--- src/rtl/core/sve_pkg.sv ---
package sve_pkg;

  localparam int CoordBits = 24;
  localparam int MsbBits   = $clog2(CoordBits);
  localparam int TenthBits = 2 * CoordBits + 1;
  localparam int NormShift = 14;
  localparam int NormBits  = 15;
  localparam int SqBits    = 31;
  localparam int ProdBits  = 31;
  localparam int RadBits   = 48;
  localparam int RootBits  = 24;
  localparam int NumBits   = 40;
  localparam int QuotBits  = 16;
  localparam int WideBits  = ((CoordBits + 1 > QuotBits + 2) ? CoordBits + 1 : QuotBits + 2) + 1;

  localparam int InDataBits  = ((4 * CoordBits + 9 + 7) / 8) * 8;
  localparam int OutDataBits = ((2 * CoordBits + 32 + 7) / 8) * 8;

  // ceil(2^(CoordBits+3) / 10), exact floor division for all magnitudes in range
  localparam logic [CoordBits-1:0] TenthRecip =
    CoordBits'(((64'd1 << (CoordBits + 3)) + 64'd9) / 64'd10);

  localparam logic [15:0] LineWidth = 16'd256;

  typedef enum logic [2:0] {
    CFG_RED   = 3'd0,
    CFG_GREEN = 3'd1,
    CFG_BLUE  = 3'd2,
    CFG_ALPHA = 3'd3,
    CFG_WIDTH = 3'd4
  } cfg_idx_t;

  typedef logic signed [CoordBits-1:0] coord_t;

  typedef struct packed {
    coord_t                  x1;
    coord_t                  y1;
    logic signed [CoordBits:0] x2;
    logic signed [CoordBits:0] y2;
    logic [7:0]              alpha;
    logic                    neg_x;
    logic                    neg_y;
    logic                    zero;
  } side_t;

  typedef struct packed {
    logic [SqBits-1:0]   sq;
    logic [ProdBits-1:0] wx;
    logic [ProdBits-1:0] wy;
    side_t               side;
  } norm_t;

  typedef struct packed {
    logic [RootBits-1:0] len;
    logic [ProdBits-1:0] wx;
    logic [ProdBits-1:0] wy;
    side_t               side;
  } root_t;

  typedef struct packed {
    logic [QuotBits-1:0] ox_mag;
    logic [QuotBits-1:0] oy_mag;
    side_t               side;
  } quot_t;

endpackage

--- src/rtl/core/sve_div.sv ---
module sve_div import sve_pkg::*; (
  input  logic   clk,
  input  logic   rst_n,
  input  logic   adv,
  input  logic   in_valid,
  input  root_t  in_data,
  output logic   out_valid,
  output quot_t  out_data
);

  typedef struct packed {
    logic [NumBits-1:0]  rem_ox;
    logic [NumBits-1:0]  rem_oy;
    logic [QuotBits-1:0] q_ox;
    logic [QuotBits-1:0] q_oy;
    logic [RootBits-1:0] den;
    side_t               side;
  } dv_stage_t;

  // numerator setup: (w << 8) + len / 2
  logic       d0_valid_r;
  dv_stage_t  d0_r, d0_nxt;

  always_comb begin
    d0_nxt.rem_ox = (NumBits'(in_data.wy) << 8) + NumBits'(in_data.len >> 1);
    d0_nxt.rem_oy = (NumBits'(in_data.wx) << 8) + NumBits'(in_data.len >> 1);
    d0_nxt.q_ox   = '0;
    d0_nxt.q_oy   = '0;
    d0_nxt.den    = in_data.len;
    d0_nxt.side   = in_data.side;
  end

  // restoring division, one quotient bit per stage for both lanes
  dv_stage_t            st_r   [QuotBits];
  dv_stage_t            st_nxt [QuotBits];
  dv_stage_t            prev_c [QuotBits];
  logic [NumBits-1:0]   dsh_c  [QuotBits];
  logic [QuotBits-1:0]  vld_r;

  always_comb begin
    prev_c[0] = d0_r;
    for (int k = 1; k < QuotBits; k++) begin
      prev_c[k] = st_r[k-1];
    end
    for (int k = 0; k < QuotBits; k++) begin
      dsh_c[k]  = NumBits'(prev_c[k].den) << (QuotBits - 1 - k);
      st_nxt[k] = prev_c[k];
      if (prev_c[k].rem_ox >= dsh_c[k]) begin
        st_nxt[k].rem_ox = prev_c[k].rem_ox - dsh_c[k];
        st_nxt[k].q_ox   = prev_c[k].q_ox | (QuotBits'(1) << (QuotBits - 1 - k));
      end
      if (prev_c[k].rem_oy >= dsh_c[k]) begin
        st_nxt[k].rem_oy = prev_c[k].rem_oy - dsh_c[k];
        st_nxt[k].q_oy   = prev_c[k].q_oy | (QuotBits'(1) << (QuotBits - 1 - k));
      end
    end
  end

  always_ff @(posedge clk) begin
    if (!rst_n) begin
      d0_valid_r <= 1'b0;
      vld_r      <= '0;
    end else if (adv) begin
      d0_valid_r <= in_valid;
      vld_r      <= {vld_r[QuotBits-2:0], d0_valid_r};
    end
  end

  always_ff @(posedge clk) begin
    if (adv) begin
      d0_r <= d0_nxt;
      for (int k = 0; k < QuotBits; k++) begin
        st_r[k] <= st_nxt[k];
      end
    end
  end

  assign out_valid       = vld_r[QuotBits-1];
  assign out_data.ox_mag = st_r[QuotBits-1].q_ox;
  assign out_data.oy_mag = st_r[QuotBits-1].q_oy;
  assign out_data.side   = st_r[QuotBits-1].side;

endmodule

--- config.mk ---
export PLATFORM = sky130hd
export DESIGN_NAME = sve_div
export DESIGN_NICKNAME = d
export VERILOG_FILES = /design/src/rtl/core/sve_pkg.sv /design/src/rtl/core/sve_div.sv
export SDC_FILE = /design/constraint.sdc
export NUM_CORES = 2
export LEC_CHECK = 0
export BUFFER_PORTS_ARGS = -buffer_cell sky130_fd_sc_hd__buf_2
export CORE_MARGIN = 3
export CORE_UTILIZATION = 38
export CTS_CLUSTER_SIZE = 40
export DETAILED_ROUTE_END_ITERATION = 8
export PLACE_DENSITY_LB_ADDON = 0.1
export REMOVE_ABC_BUFFERS = 1
export SLEW_MARGIN = 10
export SYNTH_ARGS = -nofsm -noshare
export SYNTH_HDL_FRONTEND = slang
export SYNTH_SLANG_ARGS = --single-unit
export TNS_END_PERCENT = 50
--- constraint.sdc ---
create_clock -name clk -period 5.1 [get_ports clk]
set_clock_uncertainty 0.2 [all_clocks]
set_input_delay 1.275 -clock clk [delete_from_list [all_inputs] [get_ports clk]]
set_output_delay 1.275 -clock clk [all_outputs]
set_load 0.05 [all_outputs]
==> results.yml <==
logic_synthesis:
  synth.top_cell.area_share_pct: 67.4
  synthArstFlopShare_pct: 0
  avgSynthCellArea_sq_um: 13.9
  synth_cells: 11500
  synthXorXnorAreaFrac_pct: 4.74
  synth_flop_cell: "edfxtp_1"
  synth.area.top_cells: "edfxtp_1 (67%), ha_1 (6.2%), a21oi_1 (2.5%)"
  yosysWarnings: 0
  yosys.cell_count.top_type: "edfxtp_1"
  synthAdderAreaFrac_pct: 6.58
  synthSimpleGateAreaFrac_pct: 8.03
  synthMuxAreaShare_pct: 0.987
  synth_edf_count: 3589
  synth_top_family_by_area: "compound AO/OA/AOI/OAI gates"
  synth-seq-cells: 3606
  synth_area_sq_um: 160000
  ys_seq_area_share_pct: 67.6
  ys_top_cells_by_count: "edfxtp_1 (3,589), a21oi_1 (807), ha_1 (790), nand2_1 (770), o21ai_0 (702)"
  synth_top_area_cell: "edfxtp_1"
  ys_types: 91
  synth_compound_area_share_pct: 10.1
status:
  status: "finished, final reports clean"
cells_and_area:
  nets: 13400
  ff_latch_area_sq_um: 108000
  finalNonFillerCells: 18200
  multi_input_area_sq_um: 48800
  nFillCells: 37300
  syn2layout_area_growth_pct: 15.1
  drive_gt1_share_pct: 11.5
  final_util_pct: 44.0
critical_path:
  worstSetupEndpointType: "flip-flop"
  required_ps: 5560
  path_max_fanout: 6
  arrival_ps: 5170
  start_kind: "flip-flop"
  path_class: "reg2reg"
  r2r-end: "st_r[1][1464]"
  r2r_slack_ps: 380
  rr_worst_depth: 16
  reg2reg_from: "st_r[1][1187]"
route:
  dr_total_vias: 92300
  ant_nets: 0
  wl_per_cell_microns: 21.0
  vias_per_cell: 5.07
  first_pass_iters: 6
  dr.first_iter.drc_count: 5426
  drt-total-wl_microns: 382000
  drc: 0
grt:
  grt_pass1_wl_microns: 580000
  grt_overflow: 0
  grt_max_degree: 145
  grtUsageTotal_pct: 17.7
  antenna_found_initial: 5
  grt_pass1_vias: 97900
place:
  hpwlAfterDp_microns: 293000
  numPortBuffers: 340
  gp_congestion: 0.928
  dp_cells: 17500
floorplanning:
  die_area_sq_um: 429000
  io_pins: 341
  rows: 237
  initial_core_util_pct: 38.3
  die_x_microns: 655
  core_area_sq_um: 418000
  die_h_microns: 655
power_and_ir_drop:
  p_clk_share_pct: 27.6
  power_uw: 99900
  p_leak_uw: 0.0685
  power-per-cell-area_nw_per_um2: 543
  intPower_uw: 67500
  swShare_pct: 32.5
  ir_drop_mv: 0.303
  p_seq_share_pct: 42.4
  pwr-share-comb_pct: 30.0
  power_switching_uw: 32500
clocking:
  root_buffer: "clkbuf_16"
  cts_tree: "built"
  cts_buffers: 395
  postCtsSetupRepairBufs: 0
  cts_buffer_depth: 4
  insertion_delay_ps: 960
  cts-hold-fix-buffers: 0
  htree_levels: 5
  post_cts_resized: 0
  cts.clk_slew.worst_paths_ps: 60
  clock-sinks: 3606
min_path:
  hold_start: "st_r[0][1818]"
  hold_depth: 0
  holdPathEnd: "st_r[1][103]"
  hp-class: "reg2reg"
timing:
  period_needed_ps: 4720
  grt_setup_unrepaired: "no"
  max_clock_freq_mhz: 212
  finalCritPeriodShare_pct: 92.5
  relSlewSlack_pct: 18.3
  worst_slew_pin_slew_ps: 1220
  finalSetupViolCount: 0
  hold_violations: 0
  report.final.slew_viol_count: 0
run:
  drv_cap: 0
-- critical path: stages (launching register included) --
cell,delay [ps]
edfxtp_1,430
inv_1,150
ha_1,210
inv_1,90
fa_1,410
a21o_1,200
a21oi_1,230
o21bai_1,110
a21oi_2,280
o31ai_2,280
a2111oi_2,490
nor3_1,130
a2111oi_2,350
buf_4,200
o211ai_1,130
nor4b_1,400
xor2_1,130
-- power by group through the flow --
stage          Sequential, uW  Clock (uW)  Combinational, uW
6_report                42300       27600              30000
5_1_grt                 42800       30000              33300
4_1_cts                 42400       28700              30300
3_5_place_dp            43000           0              30100
3_3_place_gp            42900           0              29800
2_1_floorplan           41600           0              20600
-- flip-flops by register name, summed over array words and instances (netlist names) --
register / flops
d0_r: 197
vld_r: 16
st_r: 3392
d0_valid_r: 1
-- through the flow --
step	instance area, sq um	hold WS (ps)	TNS [ps]	setup slack, ps
6_report	184000	171	0	384
3_5_place_dp	171000	205	-10.0	-5.56
5_1_grt	184000	163	0	42.9
4_1_cts	184000	160	0	348
3_3_place_gp	171000	200	-1220	-196
2_1_floorplan	159000	200	-7700	-310
-- cell families after synthesis --
logic type / after synthesis
AOI/OAI and AO/OA: 2609
xor gates and xnor gates: 866
adders and majority gates: 822
buffers and inverters: 814
DFF: 3606
muxes: 143
and+or+nand+nor: 2646
-- final cells by class --
cell class	instances	share of cell area, %
sequential	3606	58.8
multi-input combinational	7086	26.6
clock buffer	475	5.56
tap	5497	3.74
timing repair buffer	677	2.81
clock inverter	250	1.32
inverter	604	1.23
antenna	13	0.0177
-- placed cells by master, fill, tap and decap left out, types with 58 or more instances in the layout --
cell / synthesis / layout
a211oi_1: 59 / 58
a21o_1: 392 / 392
a21oi_1: 807 / 805
and3_1: 75 / 75
buf_12: 0 / 74
buf_2: 13 / 339
buf_4: 0 / 264
clkbuf_1: 179 / 78
clkbuf_16: 0 / 397
clkinv_1: 1 / 97
clkinv_2: 0 / 85
edfxtp_1: 3589 / 3589
ha_1: 790 / 790
inv_1: 602 / 601
mux2_2: 117 / 117
nand2_1: 770 / 770
nand2b_1: 142 / 142
nand3_1: 158 / 157
nand4_1: 138 / 138
nor2_1: 655 / 651
nor2b_1: 149 / 147
nor3_1: 177 / 177
nor4_1: 122 / 117
o21a_1: 121 / 121
o21ai_0: 702 / 701
o21bai_1: 90 / 88
o31ai_1: 62 / 62
or3_1: 70 / 70
xnor2_1: 447 / 447
xor2_1: 419 / 419
-- layer usage --
layer | share of wire, % | GRT usage, % | vias to the layer above
met4 | 6.6 | 10.2 | 2
met1 | 36 | 18.1 | 44500
li1 | - | - | 45200
met3 | 2.9 | 2.24 | 883
met2 | 54 | 34.0 | 1703
met5 | 0.0024 | 0 | -
-- how the worst max path moves through the flow --
stage / slack, ps / depth (start not counted) / endpoint / from
after floorplan: -310 / 12 / st_r[1][244] / st_r[0][1920]
after global placement: -200 / 15 / d0_r[201] / in_data[180]
after CTS: 350 / 16 / st_r[1][1464] / st_r[1][1187]
after global routing: 40 / 16 / st_r[1][1464] / st_r[1][1187]
final: 380 / 16 / st_r[1][1464] / st_r[1][1187]
after detailed placement: -6 / 15 / d0_r[193] / in_data[180]
Note: power is estimated with default switching activity, not from simulation.
