`config.mk`:
```
export PLATFORM = sky130hd
export DESIGN_NAME = sve_out
export DESIGN_NICKNAME = d
export VERILOG_FILES = /design/src/rtl/core/sve_pkg.sv /design/src/rtl/core/sve_out.sv
export SDC_FILE = /design/constraint.sdc
export NUM_CORES = 1
export LEC_CHECK = 0
export BUFFER_PORTS_ARGS = -buffer_cell sky130_fd_sc_hd__buf_2
export CELL_PAD_IN_SITES_DETAIL_PLACEMENT = 1
export CELL_PAD_IN_SITES_GLOBAL_PLACEMENT = 2
export CORE_MARGIN = 5
export CORE_UTILIZATION = 40
export CTS_CLUSTER_DIAMETER = 120
export DETAILED_ROUTE_END_ITERATION = 6
export PLACE_DENSITY = 0.91
export SLEW_MARGIN = 20
export SYNTH_ARGS = -nofsm -noshare
export SYNTH_HDL_FRONTEND = slang
export SYNTH_SLANG_ARGS = --single-unit
```
`constraint.sdc`:
```
create_clock -name clk -period 30.4 [get_ports clk]
set_input_delay 1.52 -clock clk [delete_from_list [all_inputs] [get_ports clk]]
set_output_delay 1.52 -clock clk [all_outputs]
set_load 0.02 [all_outputs]
```
`src/rtl/core/sve_pkg.sv`:
```
package sve_pkg;

  localparam int CoordBits = 24;
  localparam int MsbBits   = $clog2(CoordBits);
  localparam int TenthBits = 2 * CoordBits + 1;
  localparam int NormShift = 14;
  localparam int NormBits  = 15;
  localparam int SqBits    = 31;
  localparam int ProdBits  = 31;
  localparam int RadBits   = 48;
  localparam int RootBits  = 24;
  localparam int NumBits   = 40;
  localparam int QuotBits  = 16;
  localparam int WideBits  = ((CoordBits + 1 > QuotBits + 2) ? CoordBits + 1 : QuotBits + 2) + 1;

  localparam int InDataBits  = ((4 * CoordBits + 9 + 7) / 8) * 8;
  localparam int OutDataBits = ((2 * CoordBits + 32 + 7) / 8) * 8;

  // ceil(2^(CoordBits+3) / 10), exact floor division for all magnitudes in range
  localparam logic [CoordBits-1:0] TenthRecip =
    CoordBits'(((64'd1 << (CoordBits + 3)) + 64'd9) / 64'd10);

  localparam logic [15:0] LineWidth = 16'd256;

  typedef enum logic [2:0] {
    CFG_RED   = 3'd0,
    CFG_GREEN = 3'd1,
    CFG_BLUE  = 3'd2,
    CFG_ALPHA = 3'd3,
    CFG_WIDTH = 3'd4
  } cfg_idx_t;

  typedef logic signed [CoordBits-1:0] coord_t;

  typedef struct packed {
    coord_t                  x1;
    coord_t                  y1;
    logic signed [CoordBits:0] x2;
    logic signed [CoordBits:0] y2;
    logic [7:0]              alpha;
    logic                    neg_x;
    logic                    neg_y;
    logic                    zero;
  } side_t;

  typedef struct packed {
    logic [SqBits-1:0]   sq;
    logic [ProdBits-1:0] wx;
    logic [ProdBits-1:0] wy;
    side_t               side;
  } norm_t;

  typedef struct packed {
    logic [RootBits-1:0] len;
    logic [ProdBits-1:0] wx;
    logic [ProdBits-1:0] wy;
    side_t               side;
  } root_t;

  typedef struct packed {
    logic [QuotBits-1:0] ox_mag;
    logic [QuotBits-1:0] oy_mag;
    side_t               side;
  } quot_t;

endpackage

```
`src/rtl/core/sve_out.sv`:
```
module sve_out import sve_pkg::*; (
  input  logic          clk,
  input  logic          rst_n,
  input  logic          in_valid,
  input  quot_t         in_data,
  input  logic [7:0]    color_red,
  input  logic [7:0]    color_green,
  input  logic [7:0]    color_blue,
  input  logic [15:0]   streak_width,
  output logic          adv,
  output logic          out_valid,
  input  logic          out_ready,
  output coord_t        vertex_x,
  output coord_t        vertex_y,
  output logic [7:0]    vertex_red,
  output logic [7:0]    vertex_green,
  output logic [7:0]    vertex_blue,
  output logic [7:0]    vertex_alpha,
  output logic          triangle_mode,
  output logic          last_vertex
);

  localparam logic signed [WideBits-1:0] CoordHi =
    WideBits'((64'sd1 <<< (CoordBits - 1)) - 64'sd1);
  localparam logic signed [WideBits-1:0] CoordLo = -CoordHi - WideBits'(1);

  function automatic coord_t sat_coord(input logic signed [WideBits-1:0] v);
    coord_t r;
    if (v > CoordHi) r = CoordHi[CoordBits-1:0];
    else if (v < CoordLo) r = CoordLo[CoordBits-1:0];
    else r = v[CoordBits-1:0];
    return r;
  endfunction

  // corner stage: v1 = tail+(ox,-oy), v2 = tail-(ox,-oy), v3 = head-(ox,-oy), v4 = head+(ox,-oy)
  // in line mode the offsets are forced to zero so v4 is the head and v1 the tail
  logic                         e_valid_r;
  coord_t                       vx_r [4];
  coord_t                       vy_r [4];
  coord_t                       vx_nxt [4];
  coord_t                       vy_nxt [4];
  logic [7:0]                   e_alpha_r;
  logic                         e_tri_r, tri_c;
  logic signed [WideBits-1:0]   ox_c, oy_c, x1_c, y1_c, x2_c, y2_c;

  always_comb begin
    tri_c = (streak_width != LineWidth);
    x1_c  = WideBits'(in_data.side.x1);
    y1_c  = WideBits'(in_data.side.y1);
    x2_c  = WideBits'(in_data.side.x2);
    y2_c  = WideBits'(in_data.side.y2);
    ox_c  = signed'(WideBits'(in_data.ox_mag));
    oy_c  = signed'(WideBits'(in_data.oy_mag));
    if (!tri_c || in_data.side.zero) begin
      ox_c = '0;
      oy_c = '0;
    end
    if (in_data.side.neg_y) ox_c = -ox_c;
    if (in_data.side.neg_x) oy_c = -oy_c;
    vx_nxt[0] = sat_coord(x1_c + ox_c);
    vy_nxt[0] = sat_coord(y1_c - oy_c);
    vx_nxt[1] = sat_coord(x1_c - ox_c);
    vy_nxt[1] = sat_coord(y1_c + oy_c);
    vx_nxt[2] = sat_coord(x2_c - ox_c);
    vy_nxt[2] = sat_coord(y2_c + oy_c);
    vx_nxt[3] = sat_coord(x2_c + ox_c);
    vy_nxt[3] = sat_coord(y2_c - oy_c);
  end

  // vertex sequencer
  logic [2:0]   idx_r;
  logic [1:0]   sel_c;
  logic         head_c, last_c, load_c;

  always_comb begin
    sel_c  = 2'd0;
    last_c = 1'b0;
    if (e_tri_r) begin
      case (idx_r)
        3'd0: sel_c = 2'd0;
        3'd1: sel_c = 2'd3;
        3'd2: sel_c = 2'd1;
        3'd3: sel_c = 2'd3;
        3'd4: sel_c = 2'd2;
        3'd5: begin
          sel_c  = 2'd1;
          last_c = 1'b1;
        end
        default: sel_c = 2'd0;
      endcase
    end else begin
      case (idx_r)
        3'd0: sel_c = 2'd3;
        3'd1: begin
          sel_c  = 2'd0;
          last_c = 1'b1;
        end
        default: sel_c = 2'd0;
      endcase
    end
    head_c = sel_c[1];
    load_c = e_valid_r && (!out_valid || out_ready);
    adv    = !e_valid_r || (load_c && last_c);
  end

  logic         out_valid_r;
  coord_t       vertex_x_r, vertex_y_r;
  logic [7:0]   red_r, green_r, blue_r, alpha_r;
  logic         tri_r, last_r;

  always_ff @(posedge clk) begin
    if (!rst_n) begin
      e_valid_r   <= 1'b0;
      out_valid_r <= 1'b0;
      idx_r       <= 3'd0;
    end else begin
      if (adv) e_valid_r <= in_valid;
      if (load_c) begin
        out_valid_r <= 1'b1;
        idx_r       <= last_c ? 3'd0 : idx_r + 3'd1;
      end else if (out_ready) begin
        out_valid_r <= 1'b0;
      end
    end
  end

  always_ff @(posedge clk) begin
    if (adv) begin
      for (int i = 0; i < 4; i++) begin
        vx_r[i] <= vx_nxt[i];
        vy_r[i] <= vy_nxt[i];
      end
      e_alpha_r <= in_data.side.alpha;
      e_tri_r   <= tri_c;
    end
    if (load_c) begin
      vertex_x_r <= vx_r[sel_c];
      vertex_y_r <= vy_r[sel_c];
      red_r      <= head_c ? color_red   : 8'd0;
      green_r    <= head_c ? color_green : 8'd0;
      blue_r     <= head_c ? color_blue  : 8'd0;
      alpha_r    <= head_c ? e_alpha_r   : 8'd0;
      tri_r      <= e_tri_r;
      last_r     <= last_c;
    end
  end

  assign out_valid     = out_valid_r;
  assign vertex_x      = vertex_x_r;
  assign vertex_y      = vertex_y_r;
  assign vertex_red    = red_r;
  assign vertex_green  = green_r;
  assign vertex_blue   = blue_r;
  assign vertex_alpha  = alpha_r;
  assign triangle_mode = tri_r;
  assign last_vertex   = last_r;

endmodule

```
==> summary.md <==
| Metric | Value |
|---|---|
| Status | `completed` |
| Row count | `87` |
| PostCTS Resize Cnt | `0` |
| Worst setup SP type | `input pin` |
| First-pass DRT Iterations | `5` |
| Worst hold path class | `flip-flop to flip-flop` |
| CORE AREA | `roughly 57000 um2` |
| DR WL/cell | `approximately 24 um` |
| Post-Route Skew | `between 0.015 and 0.02 ns` |
| Vias/cell | `about 5.9` |
| FMAX | `around 130 MHz` |
| Unrepaired setup endpoints after global routing | `false` |
| TritonCTS Buffers | `35` |
| Mux cell area share after synthesis | `0.00191` |
| Starting density of the core | `0.405` |
| Initial antenna violation count | `3` |
| Endpoints failing setup | `0` |
| Static Leak | `~11 nW` |
| Area leader, netlist | `edfxtp_1` |
| Compound-cell area share of the yosys netlist | `0.232` |
| Pwr/cell area | `a little over 60 nW/um2` |
| Chip width | `roughly 250 um` |
| Worst-Skew Late Latency | `approximately 0.56 ns` |
| Synthesized Nets | `slightly below 3000` |
| Crit path largest cell delay | `0.63 ns` |
| R2R Setup Slk | `around 27 ns` |
| Worst R2R End | `vertex_x[19]$_DFFE_PP_` |
| Synth area leaders | `edfxtp_1 (37%), ha_1 (12%), o21ai_0 (5.5%)` |
| Worst flop-to-flop path startpoint | `idx_r[2]$_SDFFE_PN0P_` |
| DR vias | `a little over 20000` |
| Initial DRC Count | `1409` |
| Postcts setup bufs | `0` |
| EDFF count, synth | `approximately 280` |
| Clock tree buffer depth | `3` |
| Relative slew slack | `0.212` |
| Wire length reported by the detailed router | `approximately 85 mm` |
| Pwr Total | `about 0.0016 W` |
| CTS sink cnt | `288` |
| Synthesis Warnings | `0` |
| Synth top cells by count | `edfxtp_1 (283), o21ai_0 (250), ha_1 (220)` |
| Post-synth cell types | `87` |
| Htree depth | `2` |
| CP Capture Type | `flip-flop` |
| # IOs | `between 200 and 300` |
| Most numerous cell in the Yosys netlist | `edfxtp_1` |
| Clk slew on worst S/H paths | `about 0.060 ns` |
| Hold_buf cts | `0` |
| Worst Max-Slew Pin Slew | `1.15 ns` |
| Syn Inst Count | `roughly 2500` |
| Max-cap check violation count | `0` |
| Fin crit share | `0.261` |
| Setup crit end | `vy_r[0][2]$_SDFFCE_PN1P_` |
| Die area | `between 60000 and 70000 um2` |
| Worst setup path class | `input pin to flip-flop` |
| Nets@finish | `approximately 3100` |
| First-pass GRT wire length | `129 mm` |
| Final min period | `roughly 7.9 ns` |
| Largest family of logic cells by synthesized area | `compound AO/OA/AOI/OAI gates` |
| XOR/XNOR share of the synthesized area | `0.0702` |
| Layout area overhead | `14.2%` |
| Routability Congestion | `0.956` |
| Die height | `249 um` |
| Slew Viols, Final | `0` |
| Port Buf Inserts | `268` |
| Worst EP required | `~31 ns` |
| Top_reg_cell synth | `edfxtp_1` |
| Synth top area share | `0.371` |
| Reg2reg path depth | `9` |
| Worst path cell trace | `buf_2 > nor4b_1 > nand4_1 > nor2b_4 > buf_4 > nand2_1 > ha_1 > o21ai_0 > or2_2 > and4_1 > nor3_1 > ha_1 > or4_1 > nor4b_1 > o311ai_0 > o211ai_1 > a21oi_1 > a21o_1 > a211o_1 > and2_1 > nor2_1 > o21ai_0` |
| Adder-Cell Fraction of Synth Area | `0.127` |
| CTS Root Cell | `clkbuf_16` |
| Setup TNS | `0 ns` |
| Total GRT Usage | `0.261` |
| Grt ovf | `0` |
| ANT nets after route | `0` |
| Post-synthesis simple-gate area fraction | `0.141` |
| Reg area | `about 8600 um2` |
| Post-synth ARST share | `0` |
| Slowest-stage cell, CP | `nor2_1` |
| Post-synthesis area per instance | `slightly above 9 um2` |
| Critical Path Fanout Max | `31` |
| Detail Placement HPWL | `between 60 and 70 mm` |
| Critical path launch point | `streak_width[9]` |
| Diode count | `0` |
| Layout cell share with drive strength beyond 1 | `0.146` |
| Crit path DAT | `roughly 8.2 ns` |
| Fillers | `6661` |
| Largest net degree at the start of global routing | `approximately 150` |
| Register bit total from synthesis | `approximately 290` |
| CTS tree | `built` |
| DRC viols | `0` |
| Peak VDD IR | `between 0.00003 and 0.00004 V` |
| Seq/Total Area, Yosys | `0.375` |
| Endpoints failing hold | `0` |
| Multi-input logic area | `13200 um2` |
| Vias in the first global route | `between 20000 and 25000` |
| Synth Cell Area | `between 20000 and 25000 um2` |
## how the worst min path moves through the flow
stage	depth (start not counted)	startpoint	slack, ns	end
4_1_cts	1	e_alpha_r[5]$_DFFE_PP_	0.52	vertex_alpha[5]$_SDFFCE_PN0P_
3_3_place_gp	1	e_alpha_r[5]$_DFFE_PP_	0.50	vertex_alpha[5]$_SDFFCE_PN0P_
3_5_place_dp	1	e_alpha_r[5]$_DFFE_PP_	0.51	vertex_alpha[5]$_SDFFCE_PN0P_
5_1_grt	1	e_alpha_r[5]$_DFFE_PP_	0.54	vertex_alpha[5]$_SDFFCE_PN0P_
2_1_floorplan	0	e_tri_r$_DFFE_PP_	0.42	triangle_mode$_DFFE_PP_
6_report	1	e_alpha_r[5]$_DFFE_PP_	0.52	vertex_alpha[5]$_SDFFCE_PN0P_
## power by group
group          switching (W)  internal, W  leakage [nW]
combinational       0.000382     0.000193          7.22
sequential         0.0000306     0.000564          2.81
clock               0.000174     0.000260         0.565
## layer usage
layer | vias to the layer above | share of wire | wire, um | global-route usage
met5 | - | 0.00032 | 27 | 0
met4 | 4 | 0.020 | 1690 | 0.0532
met3 | 87 | 0.058 | 4930 | 0.0345
met2 | 657 | 0.47 | 40200 | 0.445
met1 | 10297 | 0.45 | 38200 | 0.358
li1 | 9626 | - | - | -
## critical path: cells and delay by family
| family | cells | cell delay, ns |
|---|---|---|
| AND/OR/NAND/NOR | 11 | 3.79 |
| buffers and inverters | 2 | 0.36 |
| adder cells (fa/ha/maj) | 2 | 0.69 |
| AO/OA/AOI/OAI | 7 | 1.76 |
## logic make-up (layout without fill, tap and decap cells)
kind of cell,after synthesis,count (layout)
XOR/XNOR,181,181
adder cells (fa/ha/maj),228,228
multiplexers,4,4
AO/OA/AOI/OAI,844,844
flip-flops,288,288
AND/OR/NAND/NOR,667,667
buffers and inverters,313,545
## area by class of cell
type | instances | share of cell area
Multi-Input combinational cell | 1924 | 0.504
Sequential cell | 288 | 0.329
Timing Repair Buffer | 298 | 0.0607
Tap cell | 756 | 0.0362
Clock buffer | 43 | 0.0354
Inverter | 185 | 0.0266
Clock inverter | 19 | 0.00866
## cells in the final DEF (no fill, tap or decap), drive strengths merged, types with 18 or more instances in the layout
cell type,count
a211oi,25
or3,27
clkbuf,43
nor2,194
xor2,48
nand2,177
buf,298
inv,185
a31oi,68
nand3,28
o22ai,49
o211ai,27
edfxtp,283
o21a,24
o21ai,274
a21oi,180
nor3,56
a21o,26
nand2b,41
and2,45
o21bai,32
ha,220
xnor2,133
nor2b,18
o31ai,33
## registers in the layout, indices dropped and copies added, names as in the netlist
name and count:
e_alpha_r 8, e_tri_r 1, e_valid_r 1, idx_r 3, last_vertex 1, out_valid 1
triangle_mode 1, vertex_alpha 8, vertex_blue 8, vertex_green 8, vertex_red 8, vertex_x 24
vertex_y 24, vx_r 96, vy_r 96
## through the flow
stage	setup slack (ns)	utilization	std cells	cell area, um2	hold WS (ns)
2_1_floorplan	12.53	-	2525	22900	0.424
3_3_place_gp	22.30	0.441	3450	25000	0.502
3_5_place_dp	22.00	0.442	3451	25000	0.508
4_1_cts	22.54	0.462	3513	26200	0.522
5_1_grt	21.95	0.462	3513	26200	0.538
6_report	22.47	0.462	3513	26200	0.523
No activity file was read; power rests on OpenSTA's default activity.
